[src/hdl/ucrh_pkg.sv]
// Package with the shared types, codes and constants of the control endpoint handler.
package ucrh_pkg;

   localparam int MAX_PACKET = 64;

   localparam logic [55:0] CODING_DEFAULT = 56'h08_0000_0001_C200;

   typedef enum logic [1:0] {
      MODE_SETUP     = 2'd0,
      MODE_OUT_DATA  = 2'd1,
      MODE_IN_DONE   = 2'd2,
      MODE_BUS_RESET = 2'd3
   } mode_type;

   typedef enum logic [2:0] {
      RESP_NONE  = 3'd0,
      RESP_ZLP   = 3'd1,
      RESP_SEND  = 3'd2,
      RESP_STALL = 3'd3,
      RESP_ARM   = 3'd4
   } resp_type;

   typedef enum logic [2:0] {
      SRC_DEVICE   = 3'd0,
      SRC_CONFIG   = 3'd1,
      SRC_STRING0  = 3'd2,
      SRC_STRING1  = 3'd3,
      SRC_STRING2  = 3'd4,
      SRC_CODING   = 3'd5
   } source_type;

   typedef enum logic [1:0] {
      KIND_STANDARD = 2'd0,
      KIND_CLASS    = 2'd1,
      KIND_VENDOR   = 2'd2,
      KIND_RESERVED = 2'd3
   } kind_type;

   localparam logic [7:0] REQ_SET_ADDRESS      = 8'h05;
   localparam logic [7:0] REQ_GET_DESCRIPTOR   = 8'h06;
   localparam logic [7:0] REQ_SET_CONFIG       = 8'h09;
   localparam logic [7:0] REQ_SET_LINE_CODING  = 8'h20;
   localparam logic [7:0] REQ_GET_LINE_CODING  = 8'h21;
   localparam logic [7:0] REQ_SET_LINE_STATE   = 8'h22;

   localparam logic [7:0] DESC_DEVICE = 8'h01;
   localparam logic [7:0] DESC_CONFIG = 8'h02;
   localparam logic [7:0] DESC_STRING = 8'h03;

   localparam logic [7:0] STRING_INDEX_LAST = 8'd2;
   localparam logic [7:0] CONFIG_VALUE_ONE  = 8'd1;
   localparam logic [6:0] CODING_BYTES      = 7'd7;

   typedef struct packed {
      logic [1:0]  mode;
      logic [7:0]  request_type;
      logic [7:0]  request;
      logic [15:0] value;
      logic [15:0] length;
      logic [6:0]  out_count;
      logic [55:0] out_data;
   } req_item_type;

   typedef struct packed {
      logic [2:0]  response;
      logic [2:0]  data_source;
      logic [6:0]  send_length;
      logic [6:0]  device_address;
      logic        configured;
      logic        configure_endpoints;
      logic        dtr;
      logic        rts;
      logic [55:0] line_coding;
   } rsp_item_type;

   function automatic logic [6:0] source_length(input source_type src);
      logic [6:0] len;
      case (src)
         SRC_DEVICE:  len = 7'd18;
         SRC_CONFIG:  len = 7'd67;
         SRC_STRING0: len = 7'd4;
         SRC_STRING1: len = 7'd38;
         SRC_STRING2: len = 7'd24;
         SRC_CODING:  len = 7'd7;
         default:     len = 7'd0;
      endcase
      return len;
   endfunction

endpackage

[src/hdl/ucrh_req_if.sv]
// Interface of the event channel into the control endpoint handler.
interface ucrh_req_if;
   logic        valid;
   logic        ready;
   logic [1:0]  mode;
   logic [7:0]  request_type;
   logic [7:0]  request;
   logic [15:0] value;
   logic [15:0] length;
   logic [6:0]  out_count;
   logic [55:0] out_data;

   modport source (
      output valid, mode, request_type, request, value, length, out_count, out_data,
      input  ready
   );
   modport sink (
      input  valid, mode, request_type, request, value, length, out_count, out_data,
      output ready
   );
endinterface

[src/hdl/ucrh_rsp_if.sv]
// Interface of the result channel out of the control endpoint handler.
interface ucrh_rsp_if;
   logic        valid;
   logic        ready;
   logic [2:0]  response;
   logic [2:0]  data_source;
   logic [6:0]  send_length;
   logic [6:0]  device_address;
   logic        configured;
   logic        configure_endpoints;
   logic        dtr;
   logic        rts;
   logic [55:0] line_coding;

   modport source (
      output valid, response, data_source, send_length, device_address, configured,
             configure_endpoints, dtr, rts, line_coding,
      input  ready
   );
   modport sink (
      input  valid, response, data_source, send_length, device_address, configured,
             configure_endpoints, dtr, rts, line_coding,
      output ready
   );
endinterface

[src/hdl/usb_control_request_handler_unit.sv]
// Top level of the endpoint-0 control request handler with its device state.
// An accepted event is captured in the input register and its result beat in the result register.
// Throughput: one event per cycle while the result beat is not stalled, set by the
// single decode stage between the input register and the result register.
// Reset: synchronous and active high; it empties both stages and sets address 0,
// not configured, DTR and RTS low and the line coding to 115200 8N1.
module usb_control_request_handler_unit
   import ucrh_pkg::*;
(
   input logic       clock,
   input logic       reset,
   ucrh_req_if.sink  req_ch,
   ucrh_rsp_if.source rsp_ch
);

   logic         s1_valid_ff;
   req_item_type s1_item_ff;
   logic         rsp_valid_ff;
   rsp_item_type rsp_item_ff;
   rsp_item_type rsp_item_in;

   logic [6:0]  pending_address_ff, pending_address_in;
   logic        pending_valid_ff, pending_valid_in;
   logic [6:0]  applied_address_ff, applied_address_in;
   logic        configured_ff, configured_in;
   logic        dtr_ff, dtr_in;
   logic        rts_ff, rts_in;
   logic [55:0] coding_ff, coding_in;

   logic       s1_advance;
   logic       req_accept;
   mode_type   mode;
   kind_type   kind;
   resp_type   resp;
   source_type src;
   logic [6:0] src_len;
   logic [6:0] clamp_len;
   logic [6:0] send_len;
   logic       cfg_pulse;

   assign s1_advance    = s1_valid_ff && (!rsp_valid_ff || rsp_ch.ready);
   assign req_ch.ready  = !s1_valid_ff || s1_advance;
   assign req_accept    = req_ch.valid && req_ch.ready;

   always_ff @(posedge clock) begin
      if (reset) begin
         s1_valid_ff <= 1'b0;
      end else if (req_ch.ready) begin
         s1_valid_ff <= req_ch.valid;
      end
   end

   always_ff @(posedge clock) begin
      if (req_accept) begin
         s1_item_ff.mode         <= req_ch.mode;
         s1_item_ff.request_type <= req_ch.request_type;
         s1_item_ff.request      <= req_ch.request;
         s1_item_ff.value        <= req_ch.value;
         s1_item_ff.length       <= req_ch.length;
         s1_item_ff.out_count    <= req_ch.out_count;
         s1_item_ff.out_data     <= req_ch.out_data;
      end
   end

   assign mode = mode_type'(s1_item_ff.mode);
   assign kind = kind_type'(s1_item_ff.request_type[6:5]);

   always_comb begin
      pending_address_in = pending_address_ff;
      pending_valid_in   = pending_valid_ff;
      applied_address_in = applied_address_ff;
      configured_in      = configured_ff;
      dtr_in             = dtr_ff;
      rts_in             = rts_ff;
      coding_in          = coding_ff;
      resp               = RESP_NONE;
      src                = SRC_DEVICE;
      cfg_pulse          = 1'b0;

      unique case (mode)
         MODE_SETUP: begin
            resp = RESP_STALL;
            if (kind == KIND_STANDARD) begin
               unique case (s1_item_ff.request)
                  REQ_SET_ADDRESS: begin
                     pending_address_in = s1_item_ff.value[6:0];
                     pending_valid_in   = 1'b1;
                     resp               = RESP_ZLP;
                  end
                  REQ_GET_DESCRIPTOR: begin
                     if (s1_item_ff.value[15:8] == DESC_DEVICE) begin
                        resp = RESP_SEND;
                        src  = SRC_DEVICE;
                     end else if (s1_item_ff.value[15:8] == DESC_CONFIG) begin
                        resp = RESP_SEND;
                        src  = SRC_CONFIG;
                     end else if (s1_item_ff.value[15:8] == DESC_STRING &&
                                  s1_item_ff.value[7:0] <= STRING_INDEX_LAST) begin
                        resp = RESP_SEND;
                        src  = source_type'(3'(SRC_STRING0) + s1_item_ff.value[2:0]);
                     end
                  end
                  REQ_SET_CONFIG: begin
                     if (s1_item_ff.value[7:0] == CONFIG_VALUE_ONE) begin
                        configured_in = 1'b1;
                        cfg_pulse     = 1'b1;
                     end
                     resp = RESP_ZLP;
                  end
                  default: begin
                     resp = RESP_STALL;
                  end
               endcase
            end else if (kind == KIND_CLASS) begin
               unique case (s1_item_ff.request)
                  REQ_SET_LINE_CODING: begin
                     resp = RESP_ARM;
                  end
                  REQ_GET_LINE_CODING: begin
                     resp = RESP_SEND;
                     src  = SRC_CODING;
                  end
                  REQ_SET_LINE_STATE: begin
                     dtr_in = s1_item_ff.value[0];
                     rts_in = s1_item_ff.value[1];
                     resp   = RESP_ZLP;
                  end
                  default: begin
                     resp = RESP_STALL;
                  end
               endcase
            end
         end
         MODE_OUT_DATA: begin
            if (s1_item_ff.out_count == CODING_BYTES) begin
               coding_in = s1_item_ff.out_data;
            end
            resp = RESP_ZLP;
         end
         MODE_IN_DONE: begin
            if (pending_valid_ff) begin
               applied_address_in = pending_address_ff;
               pending_address_in = 7'd0;
               pending_valid_in   = 1'b0;
            end
         end
         MODE_BUS_RESET: begin
            pending_address_in = 7'd0;
            pending_valid_in   = 1'b0;
            applied_address_in = 7'd0;
            configured_in      = 1'b0;
         end
         default: begin
            resp = RESP_NONE;
         end
      endcase
   end

   assign src_len   = source_length(src);
   assign clamp_len = (s1_item_ff.length < {9'd0, src_len}) ? s1_item_ff.length[6:0] : src_len;
   assign send_len  = (clamp_len > 7'(MAX_PACKET)) ? 7'(MAX_PACKET) : clamp_len;

   always_comb begin
      rsp_item_in.response            = resp;
      rsp_item_in.data_source         = (resp == RESP_SEND) ? src : SRC_DEVICE;
      rsp_item_in.send_length         = (resp == RESP_SEND) ? send_len : 7'd0;
      rsp_item_in.device_address      = applied_address_in;
      rsp_item_in.configured          = configured_in;
      rsp_item_in.configure_endpoints = cfg_pulse;
      rsp_item_in.dtr                 = dtr_in;
      rsp_item_in.rts                 = rts_in;
      rsp_item_in.line_coding         = coding_in;
   end

   always_ff @(posedge clock) begin
      if (reset) begin
         pending_address_ff <= 7'd0;
         pending_valid_ff   <= 1'b0;
         applied_address_ff <= 7'd0;
         configured_ff      <= 1'b0;
         dtr_ff             <= 1'b0;
         rts_ff             <= 1'b0;
         coding_ff          <= CODING_DEFAULT;
      end else if (s1_advance) begin
         pending_address_ff <= pending_address_in;
         pending_valid_ff   <= pending_valid_in;
         applied_address_ff <= applied_address_in;
         configured_ff      <= configured_in;
         dtr_ff             <= dtr_in;
         rts_ff             <= rts_in;
         coding_ff          <= coding_in;
      end
   end

   always_ff @(posedge clock) begin
      if (reset) begin
         rsp_valid_ff <= 1'b0;
      end else if (s1_advance) begin
         rsp_valid_ff <= 1'b1;
      end else if (rsp_ch.ready) begin
         rsp_valid_ff <= 1'b0;
      end
   end

   always_ff @(posedge clock) begin
      if (s1_advance) begin
         rsp_item_ff <= rsp_item_in;
      end
   end

   assign rsp_ch.valid               = rsp_valid_ff;
   assign rsp_ch.response            = rsp_item_ff.response;
   assign rsp_ch.data_source         = rsp_item_ff.data_source;
   assign rsp_ch.send_length         = rsp_item_ff.send_length;
   assign rsp_ch.device_address      = rsp_item_ff.device_address;
   assign rsp_ch.configured          = rsp_item_ff.configured;
   assign rsp_ch.configure_endpoints = rsp_item_ff.configure_endpoints;
   assign rsp_ch.dtr                 = rsp_item_ff.dtr;
   assign rsp_ch.rts                 = rsp_item_ff.rts;
   assign rsp_ch.line_coding         = rsp_item_ff.line_coding;

   // A beat that arms the data endpoints always reports the device as configured.
   assert property (@(posedge clock) disable iff (reset)
      (rsp_valid_ff && rsp_item_ff.configure_endpoints) |-> rsp_item_ff.configured)
      else $error("Endpoint arm pulse without configured state.");

   // Only a data send carries a source and a length.
   assert property (@(posedge clock) disable iff (reset)
      (rsp_valid_ff && rsp_item_ff.response != RESP_SEND) |->
         (rsp_item_ff.data_source == SRC_DEVICE && rsp_item_ff.send_length == 7'd0))
      else $error("Source or length set on a beat that sends no data.");

   // A send never exceeds one packet.
   assert property (@(posedge clock) disable iff (reset)
      rsp_valid_ff |-> (rsp_item_ff.send_length <= 7'(MAX_PACKET)))
      else $error("Send length exceeds the packet size.");

   // A bus reset event leaves the device unaddressed and unconfigured.
   assert property (@(posedge clock) disable iff (reset)
      (s1_advance && mode == MODE_BUS_RESET) |=>
         (applied_address_ff == 7'd0 && !configured_ff && !pending_valid_ff))
      else $error("Bus reset did not clear the device state.");

   // Both stages are always empty right after reset.
   assert property (@(posedge clock) $past(reset) |-> (!s1_valid_ff && !rsp_valid_ff))
      else $error("Pipeline holds a beat after reset.");

endmodule

[src/flat_wrapper.sv]
// flat-port wrapper written by rule: the top's interface ports become plain ports
module usb_control_request_handler_unit_flat import ucrh_pkg::*;
  (clock, reset, req_ch_valid, req_ch_mode, req_ch_request_type, req_ch_request, req_ch_value, req_ch_length, req_ch_out_count, req_ch_out_data, req_ch_ready, rsp_ch_valid, rsp_ch_response, rsp_ch_data_source, rsp_ch_send_length, rsp_ch_device_address, rsp_ch_configured, rsp_ch_configure_endpoints, rsp_ch_dtr, rsp_ch_rts, rsp_ch_line_coding, rsp_ch_ready);
  ucrh_req_if req_ch_i ();
  ucrh_rsp_if rsp_ch_i ();
  input logic clock;
  input logic reset;
  input wire logic [$bits(req_ch_i.valid)-1:0] req_ch_valid;
  input wire logic [$bits(req_ch_i.mode)-1:0] req_ch_mode;
  input wire logic [$bits(req_ch_i.request_type)-1:0] req_ch_request_type;
  input wire logic [$bits(req_ch_i.request)-1:0] req_ch_request;
  input wire logic [$bits(req_ch_i.value)-1:0] req_ch_value;
  input wire logic [$bits(req_ch_i.length)-1:0] req_ch_length;
  input wire logic [$bits(req_ch_i.out_count)-1:0] req_ch_out_count;
  input wire logic [$bits(req_ch_i.out_data)-1:0] req_ch_out_data;
  output wire logic [$bits(req_ch_i.ready)-1:0] req_ch_ready;
  output wire logic [$bits(rsp_ch_i.valid)-1:0] rsp_ch_valid;
  output wire logic [$bits(rsp_ch_i.response)-1:0] rsp_ch_response;
  output wire logic [$bits(rsp_ch_i.data_source)-1:0] rsp_ch_data_source;
  output wire logic [$bits(rsp_ch_i.send_length)-1:0] rsp_ch_send_length;
  output wire logic [$bits(rsp_ch_i.device_address)-1:0] rsp_ch_device_address;
  output wire logic [$bits(rsp_ch_i.configured)-1:0] rsp_ch_configured;
  output wire logic [$bits(rsp_ch_i.configure_endpoints)-1:0] rsp_ch_configure_endpoints;
  output wire logic [$bits(rsp_ch_i.dtr)-1:0] rsp_ch_dtr;
  output wire logic [$bits(rsp_ch_i.rts)-1:0] rsp_ch_rts;
  output wire logic [$bits(rsp_ch_i.line_coding)-1:0] rsp_ch_line_coding;
  input wire logic [$bits(rsp_ch_i.ready)-1:0] rsp_ch_ready;
  assign req_ch_i.valid = req_ch_valid;
  assign req_ch_i.mode = req_ch_mode;
  assign req_ch_i.request_type = req_ch_request_type;
  assign req_ch_i.request = req_ch_request;
  assign req_ch_i.value = req_ch_value;
  assign req_ch_i.length = req_ch_length;
  assign req_ch_i.out_count = req_ch_out_count;
  assign req_ch_i.out_data = req_ch_out_data;
  assign req_ch_ready = req_ch_i.ready;
  assign rsp_ch_valid = rsp_ch_i.valid;
  assign rsp_ch_response = rsp_ch_i.response;
  assign rsp_ch_data_source = rsp_ch_i.data_source;
  assign rsp_ch_send_length = rsp_ch_i.send_length;
  assign rsp_ch_device_address = rsp_ch_i.device_address;
  assign rsp_ch_configured = rsp_ch_i.configured;
  assign rsp_ch_configure_endpoints = rsp_ch_i.configure_endpoints;
  assign rsp_ch_dtr = rsp_ch_i.dtr;
  assign rsp_ch_rts = rsp_ch_i.rts;
  assign rsp_ch_line_coding = rsp_ch_i.line_coding;
  assign rsp_ch_i.ready = rsp_ch_ready;
  usb_control_request_handler_unit u_core (.clock(clock), .reset(reset), .req_ch(req_ch_i), .rsp_ch(rsp_ch_i));
endmodule
[config.mk]
export PLATFORM = sky130hd
export DESIGN_NAME = usb_control_request_handler_unit_flat
export DESIGN_NICKNAME = d
export VERILOG_FILES = /design/src/hdl/ucrh_pkg.sv /design/src/hdl/ucrh_req_if.sv /design/src/hdl/ucrh_rsp_if.sv /design/src/hdl/usb_control_request_handler_unit.sv /design/src/flat_wrapper.sv
export SDC_FILE = /design/constraint.sdc
export NUM_CORES = 1
export LEC_CHECK = 0
export BUFFER_PORTS_ARGS = -buffer_cell sky130_fd_sc_hd__clkbuf_2
export CAP_MARGIN = 5
export CORE_ASPECT_RATIO = 0.5
export CORE_UTILIZATION = 55
export DETAILED_ROUTE_END_ITERATION = 8
export PLACE_DENSITY_LB_ADDON = 0.05
export SLEW_MARGIN = 20
export SYNTH_ARGS = -nofsm -noshare
export SYNTH_HDL_FRONTEND = slang
export SYNTH_SLANG_ARGS = --single-unit
[constraint.sdc]
create_clock -name clock -period 5.8 [get_ports clock]
set_input_delay 0.87 -clock clock [delete_from_list [all_inputs] [get_ports clock]]
set_output_delay 0.87 -clock clock [all_outputs]
set_load 0.005 [all_outputs]
# After elaboration in Yosys (flattened, before gate mapping)
# Index checks and enable logic that the tools add are counted.
# classes
div_mod_pow	0
add_sub_neg	1
shift	0
n_bitwise	1
n_mux	45
n_lt_le_gt_ge	3
reduce_logical	19
eq_ne	24
mul	0
# op_table
cell	n
2-to-1 mux 56 bit	2
2-to-1 mux 7 bit	6
case mux 7 bit (6 select lines)	1
2-to-1 mux 3 bit	12
== test 8 x 6 -> 1 bit, second input constant	3
case mux 7 bit (3 select lines)	1
2-to-1 mux 1 bit	17
== test 8 x 1 -> 1 bit, second input constant	2
== test 8 x 2 -> 1 bit, second input constant	2
== test 8 x 3 -> 1 bit, second input constant	2
< comparator 16 x 7 -> 1 bit	1
case mux 7 bit (2 select lines)	1
case mux 3 bit (2 select lines)	2
== test 3 x 2 -> 1 bit, second input constant	3
case mux 3 bit (3 select lines)	1
== test 8 x 4 -> 1 bit, second input constant	1
<= comparator 8 x 2 -> 1 bit, second input constant	1
== test 7 x 3 -> 1 bit, second input constant	1
greater-than comparator 7 bit, second input constant	1
== test 3 bit, second input constant	2
OR reduction 2 bit	3
AND reduction 5 bit	1
== test 2 x 1 -> 1 bit, second input constant	2
== test 2 bit, second input constant	2
15 further kinds	23
# totals
memories	0
romBits	0
ff_bits	268
input_bits	117
wordCells	119
ramBits	0
latch_bits	0
out_inout_bits	82

# Logic depth before layout (Yosys ltp)
# logic_depth
ltp_word	14
mapped_depth	15

# Least setup slack after synthesis
# OpenSTA, ideal clock, no wires.
# synth_path
kind	input to register
from	in rsp_ch_ready
to	reg u_core.rsp_item_ff (netlist bit u_core.rsp_ch.configure_endpoints), enable pin
required_time_ns	5.325
arrival_ns	3.869
slack_ns	1.456
stages	5
path_cell_list	nor2b_1 nand2b_1 inv_1 clkbuf_1 buf_1
# synth_via
elab_chain_cells	2
# synth_rtl
item	line	text
start, declared	flat_wrapper.sv:27	input wire logic [$bits(rsp_ch_i.ready)-1:0] rsp_ch_ready;
logical OR 1 bit	usb_control_request_handler_unit.sv:41	assign s1_advance = s1_valid_ff && (!rsp_valid_ff || rsp_ch.ready);
logical AND 1 bit	usb_control_request_handler_unit.sv:41	
via u_core.s1_advance	usb_control_request_handler_unit.sv:30	logic s1_advance;
end signal, assigned	usb_control_request_handler_unit.sv:207	rsp_item_ff <= rsp_item_in;
end, declared	usb_control_request_handler_unit.sv:19	rsp_item_type rsp_item_ff;
# The timed path passes the listed nets, and every way through them passes these cells.
# A chain may end at the register's enable or synchronous reset.

# Worst setup path after layout
# layout_path
from	reg u_core.s1_item_ff[95] in the netlist's numbering
to	reg u_core.rsp_item_ff (netlist bit u_core.rsp_ch.send_length[1]) (data pin)
# layout_via
elab_chain_cells	11
elab_cells_between_ends	30
classes_between	2 x order compare; 12 x eq/ne; 12 x mux; 1 x bitwise; 3 x reduce/logical
# layout_rtl
item	line	text
start, declared	usb_control_request_handler_unit.sv:17	req_item_type s1_item_ff;
== test 8 x 6 -> 1 bit	usb_control_request_handler_unit.sv:115	unique case (s1_item_ff.request)
2-to-1 mux 3 bit	usb_control_request_handler_unit.sv:115	
2-to-1 mux 3 bit	usb_control_request_handler_unit.sv:114	end else if (kind == KIND_CLASS) begin
2-to-1 mux 3 bit	usb_control_request_handler_unit.sv:83	if (kind == KIND_STANDARD) begin
2-to-1 mux 3 bit	usb_control_request_handler_unit.sv:80	unique case (mode)
== test 3 bit, or another cell as far along	ucrh_pkg.sv:78	case (src)
case mux 7 bit (6 select lines)	ucrh_pkg.sv:78	
< comparator 16 x 7 -> 1 bit	usb_control_request_handler_unit.sv:160	assign clamp_len = (s1_item_ff.length < {9'd0, src_len}) ? s1_item_ff.length[6:0] : src_len;
2-to-1 mux 7 bit	usb_control_request_handler_unit.sv:160	
greater-than comparator 7 bit	usb_control_request_handler_unit.sv:161	assign send_len = (clamp_len > 7'(MAX_PACKET)) ? 7'(MAX_PACKET) : clamp_len;
OR reduction 2 bit (no source line)	-	
# Several ways; a longest one is shown, not always the timed one.

==> impl_metrics.env <==
export IMPL_wl_per_cell_um=16.9
export IMPL_p_per_area_mw_per_mm2=343
export IMPL_area_growth_pct=20.5
export IMPL_post_cts_setup_buffer_count=0
export IMPL_fin_crit_ns=4.24
export IMPL_status="finished clean"
export IMPL_synth_top_area_frac=0.565
export IMPL_dieHeight_um=97.0
export IMPL_p_int_uw=3260
export IMPL_synthArstFlopShare=0
export IMPL_end_kind="flip-flop"
export IMPL_ys_top_cells_by_area="edfxtp_1, dfxtp_1, mux2_2"
export IMPL_fin_skew_ns=0.0100
export IMPL_grt_max_degree=77
export IMPL_criticalPathCategory="flip-flop to flip-flop"
export IMPL_gp_congestion=0.866
export IMPL_yosys_warnings=0
export IMPL_ys_flop_type="edfxtp_1"
export IMPL_wl_mm=19.6
export IMPL_tns_ns=0
export IMPL_finalPower_uw=4100
export IMPL_nNetsFinal=1034
export IMPL_drc_errors=0
export IMPL_cts_max_level=1
export IMPL_fillers=1302
export IMPL_switchingPower_uw=837
export IMPL_synthDistinctLibCells=66
export IMPL_syn_cell_area_mm2=0.00994
export IMPL_p_leak_uw=0.00467
export IMPL_first_pass_iters=4
export IMPL_seqCellArea_mm2=0.00714
export IMPL_synthCells=715
export IMPL_hp_class="flip-flop to flip-flop"
export IMPL_cap_viol_max_count=0
export IMPL_vias=6247
export IMPL_hold_violations=0
export IMPL_cts_hold_buffers=0
export IMPL_reg2reg_from="u_core.s1_item_ff[95]"
export IMPL_netSwitchingFraction=0.204
export IMPL_cts_made_buffers=23
export IMPL_relSlewSlack=0.372
export IMPL_n_antenna_cell=0
export IMPL_finalNonFillerCells=1157
export IMPL_combPwrFrac=0.061
export IMPL_worstPathArrival_ns=4.49
export IMPL_ir_drop_mv=0.220
export IMPL_r2r_end="u_core.rsp_ch.send_length[1]"
export IMPL_synth_seq_cells=263
export IMPL_crit_end="u_core.rsp_ch.send_length[1]"
export IMPL_multiInputGateArea_mm2=0.00265
export IMPL_io_pins=199
export IMPL_drv_slew=0
export IMPL_power_frac_clock=0.410
export IMPL_drive_gt1_frac=0.338
export IMPL_yosysSeqAreaShare=0.718
export IMPL_final_setup_viol_count=0
export IMPL_post_route_period_util=0.730
export IMPL_port_buffers=192
export IMPL_syn_num_nets=842
export IMPL_cp_max_fo=7
export IMPL_grt_pass1_wl_mm=30.9
export IMPL_drtIter0Drc=292
export IMPL_gr_total_overflow=0
export IMPL_place_hpwl_mm=12.2
export IMPL_crit_start="u_core.s1_item_ff[95]"
export IMPL_synthTopCellsByCount="edfxtp_1, nor2_1, dfxtp_1"
export IMPL_rsz0062_at_grt="false"
export IMPL_cts_clk_slew_worst_paths_ns=0.07
export IMPL_cts_resized=0
export IMPL_synth_area_per_cell_um2=13.9
export IMPL_clock_sinks=263
export IMPL_synth_most_common_cell="edfxtp_1"
export IMPL_synth_top_cell_by_area="edfxtp_1"
export IMPL_reg2regPathDepth=12
export IMPL_dieArea_mm2=0.0186
export IMPL_num_rows=34
export IMPL_initial_core_util=0.567
export IMPL_max_freq_ghz=0.236
export IMPL_r2r_slack_ns=1.56
export IMPL_grt_usage=0.211
export IMPL_antenna_found_initial=0
export IMPL_worstPathRequired_ns=6.05
export IMPL_cts_tree="built"
export IMPL_synth_edf_count=187
export IMPL_cts_root_buf="clkbuf_16"
export IMPL_die_w_um=192
export IMPL_clk_latency_ns=0.50
export IMPL_dp_cells=1116
export IMPL_grt_pass1_vias=6176
export IMPL_seqPwrFrac=0.529
export IMPL_ant_nets=0
export IMPL_vias_per_cell=5.40
export IMPL_core_area_mm2=0.0175
export IMPL_start_kind="flip-flop"
export IMPL_cts_buffer_depth=3
export IMPL_worst_pin_slew_ns=0.942
export IMPL_utilization=0.683
logic make-up (layout without fill, tap and decap cells):
kind of cell | Yosys count | after routing | synth area share
fa+ha+maj | 10 | 10 | 0.0126
compound gates | 63 | 63 | 0.0489
simple gates | 276 | 276 | 0.135
buf+inv | 42 | 250 | 0.0167
flops | 263 | 263 | 0.718
mux | 61 | 61 | 0.0687
sequential cells by signal, summed over array words and instances (netlist names), 3 cells and up:
name                          flops
u_core.applied_address_ff         7
u_core.coding_ff                 56
u_core.rsp_ch.line_coding        56
u_core.rsp_ch.device_address      7
u_core.s1_item_ff               103
u_core.rsp_ch.data_source         3
u_core.rsp_ch.send_length         7
u_core.pending_address_ff         7
u_core.rsp_ch.response            3
cells in the final DEF, fill, tap and decap left out, types with 3 or more instances in the layout:
cell type    n
nor4_1       4
clkbuf_8     4
mux2_2      57
dfxtp_1     76
nand2_1     34
nor2b_1      4
nor2_1     134
inv_1       10
nand4b_1     3
clkbuf_2   192
a22o_1       7
a21oi_1     18
nand3b_1     5
buf_4        6
nor3_1      56
ha_1        10
nand4_1      3
mux2i_1      3
a22oi_1      7
clkbuf_16   24
bufinv_16    5
o21ai_0      3
edfxtp_1   187
power groups by stage:
| stage | sequential, uW | clock [uW] | combinational [uW] |
|---|---|---|---|
| 2_1_floorplan | 2210 | 0 | 142 |
| 3_3_place_gp | 2210 | 0 | 243 |
| 3_5_place_dp | 2210 | 0 | 251 |
| 4_1_cts | 2170 | 1720 | 254 |
| 5_1_grt | 2180 | 1790 | 279 |
| 6_report | 2170 | 1680 | 249 |
critical path, stage by stage (launching register included):
cell and delay, ns:
edfxtp_1 0.47, nor4_1 0.46, and4_1 0.43, a41oi_1 0.33, nor2_1 0.22, nor2_1 0.07
ha_1 0.30, a21o_1 0.19, a21oi_1 0.21, o21ai_0 0.25, or3b_2 0.52, o2111ai_2 0.34
o21ba_1 0.20
metal layers:
metal | GRT usage | wire (um) | vias up
met5 | 0 | 0 | -
met4 | 0.0642 | 537 | 0
met3 | 0.0352 | 989 | 38
met2 | 0.357 | 9400 | 184
met1 | 0.279 | 8620 | 3015
li1 | - | - | 3010
stage by stage:
stage	instance area, um2	setup WS (ns)	hold WS (ns)
2_1_floorplan	9940	1.46	0.436
3_3_place_gp	11100	1.68	0.442
3_5_place_dp	11100	1.60	0.448
4_1_cts	12000	1.58	0.458
5_1_grt	12000	1.28	0.483
6_report	12000	1.56	0.456
worst min-delay path by stage:
stage / start / endpoint / slack [ns] / depth (start not counted)
floorplan: u_core.applied_address_ff[0] / u_core.applied_address_ff[0] / 0.44 / 2
global placement: u_core.applied_address_ff[1] / u_core.applied_address_ff[1] / 0.44 / 2
detailed placement: u_core.applied_address_ff[0] / u_core.applied_address_ff[0] / 0.45 / 2
CTS: u_core.applied_address_ff[0] / u_core.applied_address_ff[0] / 0.46 / 2
global route: u_core.applied_address_ff[6] / u_core.applied_address_ff[6] / 0.48 / 2
finish: u_core.applied_address_ff[0] / u_core.applied_address_ff[0] / 0.46 / 2
area by class of cell:
type                            count  share of cell area
Inverter                           11             0.00366
Timing Repair Buffer              198              0.0840
Tap cell                          234              0.0245
Sequential cell                   263               0.596
Clock inverter                     11              0.0156
Clock buffer                       30              0.0554
Multi-Input combinational cell    410               0.221
No activity file was read; power rests on OpenSTA's default activity.
